`config.mk`:
```
export PLATFORM = sky130hd
export DESIGN_NAME = sync_header_frame_parser
export DESIGN_NICKNAME = d
export VERILOG_FILES = /design/src/sv/shfp_pkg.sv /design/src/sv/sync_header_frame_parser.sv /design/src/sv/shfp_core.sv
export SDC_FILE = /design/constraint.sdc
export NUM_CORES = 1
export LEC_CHECK = 0
export BUFFER_PORTS_ARGS = -buffer_cell sky130_fd_sc_hd__buf_2
export CORE_MARGIN = 4
export CORE_UTILIZATION = 50
export DETAILED_ROUTE_END_ITERATION = 16
export GPL_TIMING_DRIVEN = 0
export PLACE_DENSITY = 0.75
export SETUP_SLACK_MARGIN = 0.4
export SKIP_LAST_GASP = 1
export SYNTH_ARGS = -nofsm -noshare
export SYNTH_HDL_FRONTEND = slang
export SYNTH_SLANG_ARGS = --single-unit
```
`constraint.sdc`:
```
create_clock -name aclk -period 5.3 [get_ports aclk]
set_input_delay 1.06 -clock aclk [delete_from_list [all_inputs] [get_ports aclk]]
set_output_delay 1.06 -clock aclk [all_outputs]
set_load 0.02 [all_outputs]
```
`src/sv/shfp_pkg.sv`:
```
// ----------------------------------------------------------------------------
// shfp_pkg
// Shared types for the sync-header frame parser.
// ----------------------------------------------------------------------------
package shfp_pkg;

    localparam int BYTE_W  = 8;
    localparam int SEQ_W   = 16;
    localparam int COUNT_W = 32;

    // One completed frame as seen on the result channel
    typedef struct packed {
        logic [COUNT_W-1:0] bad_frames;
        logic [COUNT_W-1:0] good_frames;
        logic [SEQ_W-1:0]   frame_seq;
        logic               frame_status;
    } shfp_result_t;

endpackage

```
`src/sv/sync_header_frame_parser.sv`:
```
// ----------------------------------------------------------------------------
// sync_header_frame_parser
// Finds 5-byte sync-header frames in a byte stream and checks their XOR sum.
// ----------------------------------------------------------------------------
// Usage:
//   s_ channel: one received byte per transfer, in arrival order.
//   m_ channel: one transfer per completed frame. m_tuser carries the
//     checksum status (0 good, 1 mismatch); m_tdata carries the sequence
//     number and the good and bad frame counts after this frame.
//   APB port: register 0 (0x0) is the first sync byte, register 1 (0x4) the
//     second; both are read back on prdata.
// Throughput is one byte per cycle while no frame waits on a full result
// register, set by the position/XOR update between the input register and
// the result register. A frame's checksum byte, once taken on the s_ channel,
// goes to the input register, then to the result register behind m_tvalid.
// Reset (aresetn low, synchronous) empties both registers, returns the parser
// to sync hunting, zeroes the counters and loads the sync bytes 0xA5 / 0x5A.
// When the receiver stalls, a waiting result holds; bytes that give no result
// keep flowing, and the input stalls only when a frame ends with the result
// register still full.
// ----------------------------------------------------------------------------
module sync_header_frame_parser
    import shfp_pkg::*;
(
    input  logic        aclk,
    input  logic        aresetn,

    input  logic        s_tvalid,
    output logic        s_tready,
    input  logic [7:0]  s_tdata,     // [7:0] rx_byte

    output logic        m_tvalid,
    input  logic        m_tready,
    output logic [79:0] m_tdata,     // [15:0] frame_seq, [47:16] good_frames,
                                     // [79:48] bad_frames
    output logic        m_tuser,     // [0] frame_status

    input  logic        psel,
    input  logic        penable,
    input  logic        pwrite,
    input  logic [2:0]  paddr,
    input  logic [31:0] pwdata,
    output logic [31:0] prdata,
    output logic        pready
);

    localparam logic [BYTE_W-1:0] SYNC_FIRST_RST  = 8'hA5;
    localparam logic [BYTE_W-1:0] SYNC_SECOND_RST = 8'h5A;
    localparam logic              REG_SYNC_FIRST  = 1'b0;
    localparam logic              REG_SYNC_SECOND = 1'b1;

    logic [BYTE_W-1:0] sync_first_reg, sync_second_reg;
    logic              cfg_write;

    logic              in_valid_reg, in_valid_next;
    logic [BYTE_W-1:0] in_byte_reg;
    logic              m_valid_reg, m_valid_next;
    shfp_result_t      m_result_reg;

    logic              frame_done;
    shfp_result_t      result;
    logic              out_free;
    logic              advance;
    logic              out_load;

    // ---------------- configuration ----------------
    assign pready    = 1'b1;
    assign cfg_write = psel && penable && pwrite && pready;

    always_ff @(posedge aclk) begin
        if (!aresetn) begin
            sync_first_reg  <= SYNC_FIRST_RST;
            sync_second_reg <= SYNC_SECOND_RST;
        end else if (cfg_write) begin
            unique case (paddr[2])
                REG_SYNC_FIRST:  sync_first_reg  <= pwdata[BYTE_W-1:0];
                REG_SYNC_SECOND: sync_second_reg <= pwdata[BYTE_W-1:0];
                default:         sync_first_reg  <= sync_first_reg;
            endcase
        end
    end

    always_comb begin
        unique case (paddr[2])
            REG_SYNC_SECOND: prdata = {24'd0, sync_second_reg};
            default:         prdata = {24'd0, sync_first_reg};
        endcase
    end

    // ---------------- datapath ----------------
    assign out_free = !m_valid_reg || m_tready;
    // only a frame-ending byte needs room in the result register
    assign advance  = in_valid_reg && (!frame_done || out_free);
    assign out_load = advance && frame_done;
    assign s_tready = !in_valid_reg || advance;

    shfp_core u_core (
        .aclk        (aclk),
        .aresetn     (aresetn),
        .step        (advance),
        .rx_byte     (in_byte_reg),
        .sync_first  (sync_first_reg),
        .sync_second (sync_second_reg),
        .frame_done  (frame_done),
        .result      (result)
    );

    always_comb begin
        if (s_tvalid && s_tready) begin
            in_valid_next = 1'b1;
        end else if (advance) begin
            in_valid_next = 1'b0;
        end else begin
            in_valid_next = in_valid_reg;
        end
        if (out_load) begin
            m_valid_next = 1'b1;
        end else if (m_tready) begin
            m_valid_next = 1'b0;
        end else begin
            m_valid_next = m_valid_reg;
        end
    end

    always_ff @(posedge aclk) begin
        if (!aresetn) begin
            in_valid_reg <= 1'b0;
            m_valid_reg  <= 1'b0;
        end else begin
            in_valid_reg <= in_valid_next;
            m_valid_reg  <= m_valid_next;
        end
    end

    always_ff @(posedge aclk) begin
        if (s_tvalid && s_tready) begin
            in_byte_reg <= s_tdata;
        end
        if (out_load) begin
            m_result_reg <= result;
        end
    end

    assign m_tvalid = m_valid_reg;
    assign m_tuser  = m_result_reg.frame_status;
    assign m_tdata  = {m_result_reg.bad_frames, m_result_reg.good_frames,
                       m_result_reg.frame_seq};

`ifndef NO_ASSERTIONS
    // a new result never overwrites one that is still waiting
    a_no_overwrite: assert property (@(posedge aclk) disable iff (!aresetn)
        out_load |-> (!m_valid_reg || m_tready))
        else $error("result register overwritten while full");

    // input backpressure only while a byte is held
    a_ready_low_held: assert property (@(posedge aclk) disable iff (!aresetn)
        !s_tready |-> in_valid_reg)
        else $error("s_tready low with empty input register");

    // a completed frame is presented on the next cycle
    a_load_shows: assert property (@(posedge aclk) disable iff (!aresetn)
        out_load |=> m_tvalid)
        else $error("loaded result not presented");
`endif

endmodule

```
`src/sv/shfp_core.sv`:
```
// ----------------------------------------------------------------------------
// shfp_core
// Frame position tracking, checksum accumulation and frame counters.
// ----------------------------------------------------------------------------
module shfp_core
    import shfp_pkg::*;
(
    input  logic              aclk,
    input  logic              aresetn,
    input  logic              step,
    input  logic [BYTE_W-1:0] rx_byte,
    input  logic [BYTE_W-1:0] sync_first,
    input  logic [BYTE_W-1:0] sync_second,
    output logic              frame_done,
    output shfp_result_t      result
);

    localparam logic [2:0] POS_IDLE   = 3'd0;
    localparam logic [2:0] POS_SYNC2  = 3'd1;
    localparam logic [2:0] POS_SEQ_HI = 3'd2;
    localparam logic [2:0] POS_SEQ_LO = 3'd3;
    localparam logic [2:0] POS_CSUM   = 3'd4;

    logic [2:0]         position_reg, position_next;
    logic [BYTE_W-1:0]  seq_high_reg, seq_high_next;
    logic [BYTE_W-1:0]  seq_low_reg, seq_low_next;
    logic [BYTE_W-1:0]  xor_reg, xor_next;
    logic [COUNT_W-1:0] good_reg, good_next;
    logic [COUNT_W-1:0] bad_reg, bad_next;
    logic               csum_bad;

    assign frame_done = (position_reg == POS_CSUM);
    assign csum_bad   = (rx_byte != xor_reg);

    always_comb begin
        position_next = position_reg;
        seq_high_next = seq_high_reg;
        seq_low_next  = seq_low_reg;
        xor_next      = xor_reg;
        good_next     = good_reg;
        bad_next      = bad_reg;
        unique case (position_reg)
            POS_SYNC2: begin
                if (rx_byte == sync_second) begin
                    xor_next      = xor_reg ^ rx_byte;
                    position_next = POS_SEQ_HI;
                end else if (rx_byte == sync_first) begin
                    xor_next      = rx_byte;
                    position_next = POS_SYNC2;
                end else begin
                    xor_next      = '0;
                    position_next = POS_IDLE;
                end
            end
            POS_SEQ_HI: begin
                seq_high_next = rx_byte;
                xor_next      = xor_reg ^ rx_byte;
                position_next = POS_SEQ_LO;
            end
            POS_SEQ_LO: begin
                seq_low_next  = rx_byte;
                xor_next      = xor_reg ^ rx_byte;
                position_next = POS_CSUM;
            end
            POS_CSUM: begin
                if (csum_bad) begin
                    bad_next = bad_reg + COUNT_W'(1);
                end else begin
                    good_next = good_reg + COUNT_W'(1);
                end
                xor_next      = '0;
                position_next = POS_IDLE;
            end
            default: begin
                // hunt for the first sync byte; drop everything else
                if (rx_byte == sync_first) begin
                    xor_next      = rx_byte;
                    position_next = POS_SYNC2;
                end else begin
                    xor_next      = '0;
                    position_next = POS_IDLE;
                end
            end
        endcase
    end

    always_comb begin
        result.frame_status = csum_bad;
        result.frame_seq    = {seq_high_reg, seq_low_reg};
        result.good_frames  = good_next;
        result.bad_frames   = bad_next;
    end

    always_ff @(posedge aclk) begin
        if (!aresetn) begin
            position_reg <= POS_IDLE;
            xor_reg      <= '0;
            good_reg     <= '0;
            bad_reg      <= '0;
        end else if (step) begin
            position_reg <= position_next;
            xor_reg      <= xor_next;
            good_reg     <= good_next;
            bad_reg      <= bad_next;
        end
    end

    always_ff @(posedge aclk) begin
        if (step) begin
            seq_high_reg <= seq_high_next;
            seq_low_reg  <= seq_low_next;
        end
    end

endmodule
```
==> flow_summary.ini, run 1 <==
[cts]
clk_pin_slew_ns = 0.07
cts_buffer_depth = 2
cts_hold_buf = 0
cts_sinks = 198
postCtsSetupBuffers = 0
cts_tree = done
cts_max_level = 4
numCtsBuffers = 17
clkLatencyLatePin_ns = 0.44
cts_root_buf = clkbuf_16
cts_resized = 0

[global_route]
grt_max_degree = 89
grt_antenna_before_repair = 0
grt_usage_pct = 20.72
grt_pass1_vias = 6699
grt.overflow.total = 0
grt_pass1_wl_um = 33800

[layout]
final_cells = 1276
fin_nets = 1086
largest_reg_flops = 80
drive_gt1_share_pct = 19.68
insertedDiodeCount = 0
area_growth_syn_to_layout_pct = 16.32
postLayoutCoreUtil_pct = 59.27

[timing]
max_freq_mhz = 287.6
setup-violations-final = 0
skew_ns = 0.01034
rsz0062_at_grt = no
worst_pin_slew_ns = 1.250
slew_headroom_pct = 16.00
hold_slack_ns = 0.4206
final-hold-violation-count = 0
report.final.slew_viol_count = 0
setup_slack_ns = 1.823
finalCriticalPeriod_ns = 3.477
post-route-period-util_pct = 65.60

[placement]
dp_hpwl_um = 14580
placed_cells = 1244
pre_cts_ws_ns = 1.339
gp_congestion = 0.8630
numPortBuffers = 114

[worst_setup_path]
startpoint_type = input port
cp_max_fo = 88
worstPathCellList = buf_2, nand2b_1, nand3_2, clkinv_4, nand3_1, clkbuf_1, clkbuf_1, o21ai_0, a21oi_1
critical_path_class = input port to flip-flop
endpoint_kind = flip-flop
arrival_ns = 3.84
cpPeakStageDelay_ns = 0.59
path_common_cell = clkbuf_1
critPathRequiredTime_ns = 5.66
crit_path_top_delay_cell = clkinv_4

[floorplan]
fp.dieW_um = 143.3
rows = 49
die-area_sq_um = 20530
io_pins = 166
initial_core_util_pct = 50.95
core-area_sq_um = 17960
dieHeight_um = 143.3

[power]
peakVddDrop_uv = 238.7
p_per_area_nw_per_um2 = 278.1
p_leak_nw = 3.696

[logic_synthesis]
synth_ff_type = edfxtp_1
synth.distinct_cells = 58
ys_top_cells_by_area = edfxtp_1, dfxtp_1, xor2_1
syn_area_per_cell_sq_um = 10.44
yosysWarnings = 0
syn_area_sq_um = 9153
synth_top_area_share_pct = 34.45
synth_top_area_cell = edfxtp_1
synth-edff-count = 105
synthCells = 877
async_flop_share_pct = 0
ys_ff_latch = 198
ys_seq_area_share_pct = 54.79

[detailed_routing]
drtAntennaViolNets = 0
wirelength_um = 21160
via_per_inst = 5.588
dr_total_vias = 7130
drc = 0
dr.first_iter.drc_count = 610
firstDrtPassIters = 5
wl_per_cell_um = 16.58

[run]
drv_cap = 0

[outcome]
status = complete, no violations

[min_path]
hp-class = flip-flop to flip-flop
## stage by stage
step                      cell area [sq um]  TNS, ns  power [mW]
final                                 10650        0       2.961
after global placement                10100   -22.27       1.805
after CTS                             10650        0       2.982
after floorplan                        9239        0       1.767
after global routing                  10650        0       3.062
after detailed placement              10110        0       1.808
## cell usage after synthesis, types with 2 or more instances
master / instances
a21oi_1: 54
and2_1: 3
and3_1: 4
and4_1: 6
buf_1: 4
buf_2: 12
buf_4: 25
clkbuf_1: 25
clkbuf_2: 2
conb_1: 2
dfxtp_1: 93
edfxtp_1: 105
ha_1: 2
inv_1: 20
mux2_2: 8
mux2i_1: 5
nand2_1: 98
nand2b_1: 10
nand3_1: 42
nand4_1: 22
nor2_1: 55
nor3_1: 22
nor4_1: 19
nor4_2: 2
nor4_4: 2
o211ai_1: 4
o21ai_0: 22
o21ai_2: 2
o21bai_1: 6
o2bb2ai_1: 8
o311ai_0: 2
o31ai_1: 20
or3_1: 21
or4_1: 27
xnor2_1: 42
xor2_1: 59
## cell usage in the layout (no fill, tap or decap), types with 26 or more instances in the layout
cell      instances
buf_2           126
edfxtp_1        105
nand2_1          98
dfxtp_1          93
xor2_1           59
nor2_1           55
a21oi_1          54
nand3_1          42
xnor2_1          42
clkbuf_1         27
or4_1            27
buf_4            26
## metal layers
| layer | global-route usage [%] | wire length (um) | vias to the layer above |
|---|---|---|---|
| met5 | 0 | 0 | - |
| met4 | 7.483 | 433 | 0 |
| met3 | 4.027 | 1404 | 34 |
| met2 | 33.31 | 9988 | 292 |
| met1 | 28.19 | 9329 | 3356 |
| li1 | - | - | 3448 |
## layout make-up
class / instances / area (sq um)
inverters: 21 / 83.83
plain buffers: 68 / 366.6
fillers: 1497 / 7317
repair buffers: 115 / 578.1
well taps: 229 / 286.5
clock buffers: 19 / 432.9
multi-input cells: 613 / 3785
clock inverters: 13 / 98.84
flip-flops and latches: 198 / 5015
## worst paths after layout
kind | to | slack, ns | startpoint | cells past startpoint
max reg2reg | u_core.good_reg[8] | 2.06 | u_core.position_reg[2] | 8
min | m_tdata[12] | 0.42 | u_core.seq_high_reg[4] | 0
min reg2reg | m_tdata[12] | 0.42 | u_core.seq_high_reg[4] | 0
max | u_core.good_reg[20] | 1.82 | m_tready | 9
## cells by family (layout without fill, tap and decap cells)
| family | count (synthesis) | after routing | synth area share (%) |
|---|---|---|---|
| compound gates | 127 | 127 | 8.640 |
| xor+xnor | 101 | 101 | 9.665 |
| fa+ha+maj | 2 | 2 | 0.2734 |
| buf+inv | 89 | 236 | 4.867 |
| flops | 198 | 198 | 54.79 |
| mux | 13 | 13 | 1.531 |
| other cells | 2 | 25 | 0.08205 |
| simple gates | 345 | 345 | 20.15 |
## critical path, delay by kind of cell
| family | cells | cell delay [ns] |
|---|---|---|
| buf+inv | 4 | 1.52 |
| simple gates | 3 | 0.94 |
| compound gates | 2 | 0.30 |
## where the power goes
| group | switching, mW | internal, mW | total, mW |
|---|---|---|---|
| Combinational | 0.0937 | 0.0532 | 0.147 |
| Clock | 0.577 | 0.608 | 1.18 |
| Sequential | 0.0152 | 1.61 | 1.63 |
Note: power is estimated with default switching activity, not from simulation.
==> run 2, diff against run 1 <==
PLACE_DENSITY = 0.78   (was 0.75)
clock period = 3.08 ns   (was 5.3 ns; I/O delays follow)
==> flow_summary.ini, run 2 (same netlist as run 1, synthesis figures left out) <==
[worst_setup_path]
critical_path_class = flip-flop to flip-flop
worstRegToRegCells = 8
endpoint_kind = flip-flop
cp_max_fo = 10
crit_path_top_delay_cell = or4_1
cpPeakStageDelay_ns = 0.56
critPathRequiredTime_ns = 3.31
path_common_cell = xor2_1
startpoint_type = flip-flop
arrival_ns = 2.86
r2r_end = m_tdata[60]
reg2reg_setup_slack_ns = 0.45
worstPathCellList = clkbuf_2, xor2_1, or4_1, buf_2, o21ai_4, buf_6, nor3_1, xor2_1
worstReg2RegStart = in_byte_reg[7]

[timing]
report.final.slew_viol_count = 0
post-route-period-util_pct = 85.39
skew_ns = 0.009040
rsz0062_at_grt = yes
max_freq_mhz = 380.2
finalCriticalPeriod_ns = 2.630
final-hold-violation-count = 0
setup-violations-final = 0
worst_pin_slew_ns = 1.261
slew_headroom_pct = 15.28

[cts]
clkLatencyLatePin_ns = 0.44
cts_root_buf = clkbuf_16
cts_sinks = 198
cts_buffer_depth = 2
cts_tree = done
cts_max_level = 4
cts_hold_buf = 0
clk_pin_slew_ns = 0.07
numCtsBuffers = 17

[min_path]
hold_start = s_tdata[0]
hp-class = input port to flip-flop
hold_depth = 1
min_to = in_byte_reg[0]

[detailed_routing]
wirelength_um = 21640
wl_per_cell_um = 16.86
firstDrtPassIters = 5
dr.first_iter.drc_count = 789
via_per_inst = 5.639
dr_total_vias = 7240
drc = 0
drtAntennaViolNets = 0

[global_route]
grt.overflow.total = 0
grt_pass1_wl_um = 33820
grt_max_degree = 89
grt_antenna_before_repair = 0
grt_pass1_vias = 6710
grt_usage_pct = 20.80

[placement]
dp_hpwl_um = 14710
postPlaceCellArea_sq_um = 10110
placed_cells = 1243
gp_congestion = 0.8880
numPortBuffers = 114

[floorplan]
rows = 49
dieHeight_um = 143.3
fp.dieW_um = 143.3
initial_core_util_pct = 50.95
core-area_sq_um = 17960
die-area_sq_um = 20530
io_pins = 166

[run]
drv_cap = 0

[power]
p_per_area_nw_per_um2 = 478.3
p_leak_nw = 3.768
p_sw_mw = 1.198
seqPwrFrac_pct = 53.9
combPwrFrac_pct = 5.3
clockPowerShare_pct = 40.8
sw_frac_of_total_pct = 23.06
p_int_mw = 3.996
peakVddDrop_uv = 416.3
power_mw = 5.194

[layout]
final_common_cell = buf_2
area_growth_syn_to_layout_pct = 18.63
stdcell_area_sq_um = 10860
final_cells = 1284
largest_reg_flops = 80
fin_nets = 1094
layout_common_cells = buf_2, edfxtp_1, nand2_1
insertedDiodeCount = 0
drive_gt1_share_pct = 21.90

[outcome]
status = complete, no violations
run 2: power groups by stage:
stage          combinational, mW  clock [mW]  sequential, mW
4_1_cts                    0.258        2.15            2.80
2_1_floorplan              0.187           0            2.85
6_report                   0.276        2.12            2.80
3_5_place_dp               0.249           0            2.86
3_3_place_gp               0.245           0            2.86
5_1_grt                    0.299        2.26            2.80
run 2: worst max-delay path by stage:
| stage | start | end | slack [ns] |
|---|---|---|---|
| after floorplan | m_tready | u_core.good_reg[20] | 0.57 |
| after global placement | m_tready | u_core.good_reg[20] | -0.40 |
| after detailed placement | m_tready | u_core.good_reg[20] | -0.46 |
| after CTS | in_byte_reg[7] | m_tdata[60] | 0.41 |
| after global routing | in_byte_reg[7] | m_tdata[60] | 0.33 |
| final | in_byte_reg[7] | m_tdata[60] | 0.45 |
run 2: cell type report:
class                   count  area, sq um
plain buffers              68        386.6
clock buffers              17        425.4
clock inverters            15        130.1
fillers                  1483         7106
inverters                  21        105.1
multi-input cells         613         3857
flip-flops and latches    198         5016
well taps                 229        286.5
repair buffers            123        650.6
run 2: timing repair:
| item | in CTS | in global routing |
|---|---|---|
| setup endpoints to repair | 56 | 77 |
| pin swaps | 2 | 5 |
| setup buffers | 4 | 5 |
| resized for setup | 7 | 25 |
run 2: critical path: cells and delay by family, from the launching register on:
family	cells	cell delay (ns)
AO/OA/AOI/OAI	1	0.24
XOR/XNOR	2	0.54
buffers and inverters	3	0.59
flip-flops	1	0.43
AND/OR/NAND/NOR	2	0.63
run 2: per-stage QoR:
| stage | hold WS, ns | worst slack [ns] | setup TNS, ns | utilization (%) |
|---|---|---|---|---|
| floorplan | 0.4003 | 0.5704 | 0 | - |
| global placement | 0.4014 | -0.4020 | -3.652 | 56.23 |
| detailed placement | 0.4045 | -0.4611 | -4.557 | 56.27 |
| CTS | 0.3381 | 0.4108 | 0 | 59.76 |
| global route | 0.3377 | 0.3337 | 0 | 60.44 |
| finish | 0.3471 | 0.4500 | 0 | 60.44 |
run 2: metal layers:
metal  track usage (%)  share of wire, %  vias to the layer above
met5                 0                 0                        -
met4             8.424               1.8                        0
met3             3.661               6.6                       34
met2             33.58                48                      297
met1             28.02                43                     3444
li1                  -                 -                     3465
==> run 3, diff against run 2 <==
CTS_BUF_LIST = sky130_fd_sc_hd__clkbuf_4 sky130_fd_sc_hd__clkbuf_8   (was not set)
PLACE_DENSITY = not set   (was 0.78)
PLACE_DENSITY_LB_ADDON = 0.2   (was not set)
==> flow_summary.ini, run 3 (same netlist as run 1, synthesis figures left out) <==
[worst_setup_path]
critPathRequiredTime_ns = 2.46
reg2reg_setup_slack_ns = 0.51
endpoint_kind = primary output
worstReg2RegStart = in_byte_reg[7]
crit_start = u_core.position_reg[0]
arrival_ns = 1.99
r2r_end = m_tdata[60]
cp-endpoint = s_tready
critical_path_class = flip-flop to primary output
startpoint_type = flip-flop
cp_max_fo = 7
worstRegToRegCells = 8

[cts]
numCtsBuffers = 17
clkLatencyLatePin_ns = 0.48
clk_pin_slew_ns = 0.09
cts_tree = done
cts_sinks = 198
cts_buffer_depth = 2
cts_root_buf = clkbuf_8
cts_max_level = 4

[power]
clockPowerShare_pct = 35.9
p_per_area_nw_per_um2 = 445.1
p_int_mw = 3.713
p_leak_nw = 3.759
peakVddDrop_uv = 273.9
sw_frac_of_total_pct = 22.75
p_sw_mw = 1.093
combPwrFrac_pct = 5.9
seqPwrFrac_pct = 58.2

[detailed_routing]
drtAntennaViolNets = 0
via_per_inst = 5.469
firstDrtPassIters = 5
wl_per_cell_um = 16.44
wirelength_um = 21280
dr.first_iter.drc_count = 500
dr_total_vias = 7077
drc = 0

[placement]
postPlaceCellArea_sq_um = 10110
pre_cts_ws_ns = -0.4903
dp_hpwl_um = 14630
gp_congestion = 0.8719
numPortBuffers = 114

[layout]
fin_nets = 1104
stdcell_area_sq_um = 10800
insertedDiodeCount = 0
layout_common_cells = buf_2, edfxtp_1, nand2_1
final_common_cell = buf_2
postLayoutCoreUtil_pct = 60.12
multiInputGateArea_sq_um = 3866
largest_reg_flops = 80
seqCellArea_sq_um = 5020
area_growth_syn_to_layout_pct = 18.00
fillers = 1552
drive_gt1_share_pct = 23.00

[global_route]
grt.overflow.total = 0
grt_antenna_before_repair = 0
use_met1_pct = 29.02
gr-max-usage-layer = met2
use_met3_pct = 3.328
grt_pass1_vias = 6526
grt_use_met2_pct = 32.99
grt_pass1_wl_um = 33670
grt_max_degree = 89
grt_usage_pct = 20.78

[floorplan]
fp.dieW_um = 143.3
rows = 49
io_pins = 166
die-area_sq_um = 20530
initial_core_util_pct = 50.95
dieHeight_um = 143.3
core-area_sq_um = 17960

[min_path]
hp-class = input port to flip-flop

[timing]
hold_slack_ns = 0.3060
slew_headroom_pct = 40.59
setup_slack_ns = 0.4761
skew_ns = 0.009421
worst_pin_slew_ns = 0.8889
max_freq_mhz = 384.0
setup-violations-final = 0
rsz0062_at_grt = yes
report.final.slew_viol_count = 0
final-hold-violation-count = 0
finalCriticalPeriod_ns = 2.604
fin_tns_setup_ns = 0
post-route-period-util_pct = 84.54

[outcome]
status = complete, no violations

[run]
drv_cap = 0
run 3: power by group through the flow:
stage	Clock [mW]	Combinational, mW	Sequential, mW
6_report	1.73	0.283	2.80
3_5_place_dp	0	0.250	2.86
5_1_grt	1.87	0.308	2.80
3_3_place_gp	0	0.247	2.86
4_1_cts	1.77	0.259	2.80
2_1_floorplan	0	0.187	2.85
run 3: area by class of cell:
type / instances / share of cell area [%]
well taps: 229 / 2.653
inverters: 21 / 0.9731
plain buffers: 68 / 3.603
clock buffers: 20 / 2.375
multi-input cells: 613 / 35.80
repair buffers: 133 / 6.719
flip-flops and latches: 198 / 46.48
clock inverters: 12 / 1.402
run 3: repair_timing:
action | in CTS | in global routing
pin swaps | 2 | 3
endpoints found under the setup margin | 68 | 78
resized for setup | 11 | 21
hold buffers | 0 | 0
setup buffers | 7 | 11
run 3: critical path: stages (launching register included):
cell	delay, ns
dfxtp_2	0.37
or3b_1	0.38
clkbuf_4	0.20
or3_4	0.39
buf_2	0.17
run 3: routing by layer:
| layer | wire length (um) | share of wire, % |
|---|---|---|
| met5 | 0 | 0 |
| met4 | 419 | 2.0 |
| met2 | 10120 | 48 |
| met1 | 9643 | 45 |
| met3 | 1099 | 5.2 |
run 3: how the worst min path moves through the flow:
stage | slack [ns] | start | to | cells after the start
2_1_floorplan | 0.40 | u_core.seq_low_reg[0] | m_tdata[0] | 0
3_3_place_gp | 0.40 | u_core.seq_low_reg[0] | m_tdata[0] | 0
3_5_place_dp | 0.40 | u_core.seq_low_reg[5] | m_tdata[5] | 0
4_1_cts | 0.28 | s_tdata[0] | in_byte_reg[0] | 1
5_1_grt | 0.28 | s_tdata[0] | in_byte_reg[0] | 1
6_report | 0.31 | s_tdata[0] | in_byte_reg[0] | 1
run 3: per-stage QoR:
step	power, mW	std cells
after global placement	3.109	1243
after floorplan	3.040	900
final	4.807	1294
after detailed placement	3.113	1244
after global routing	4.983	1294
after CTS	4.825	1283
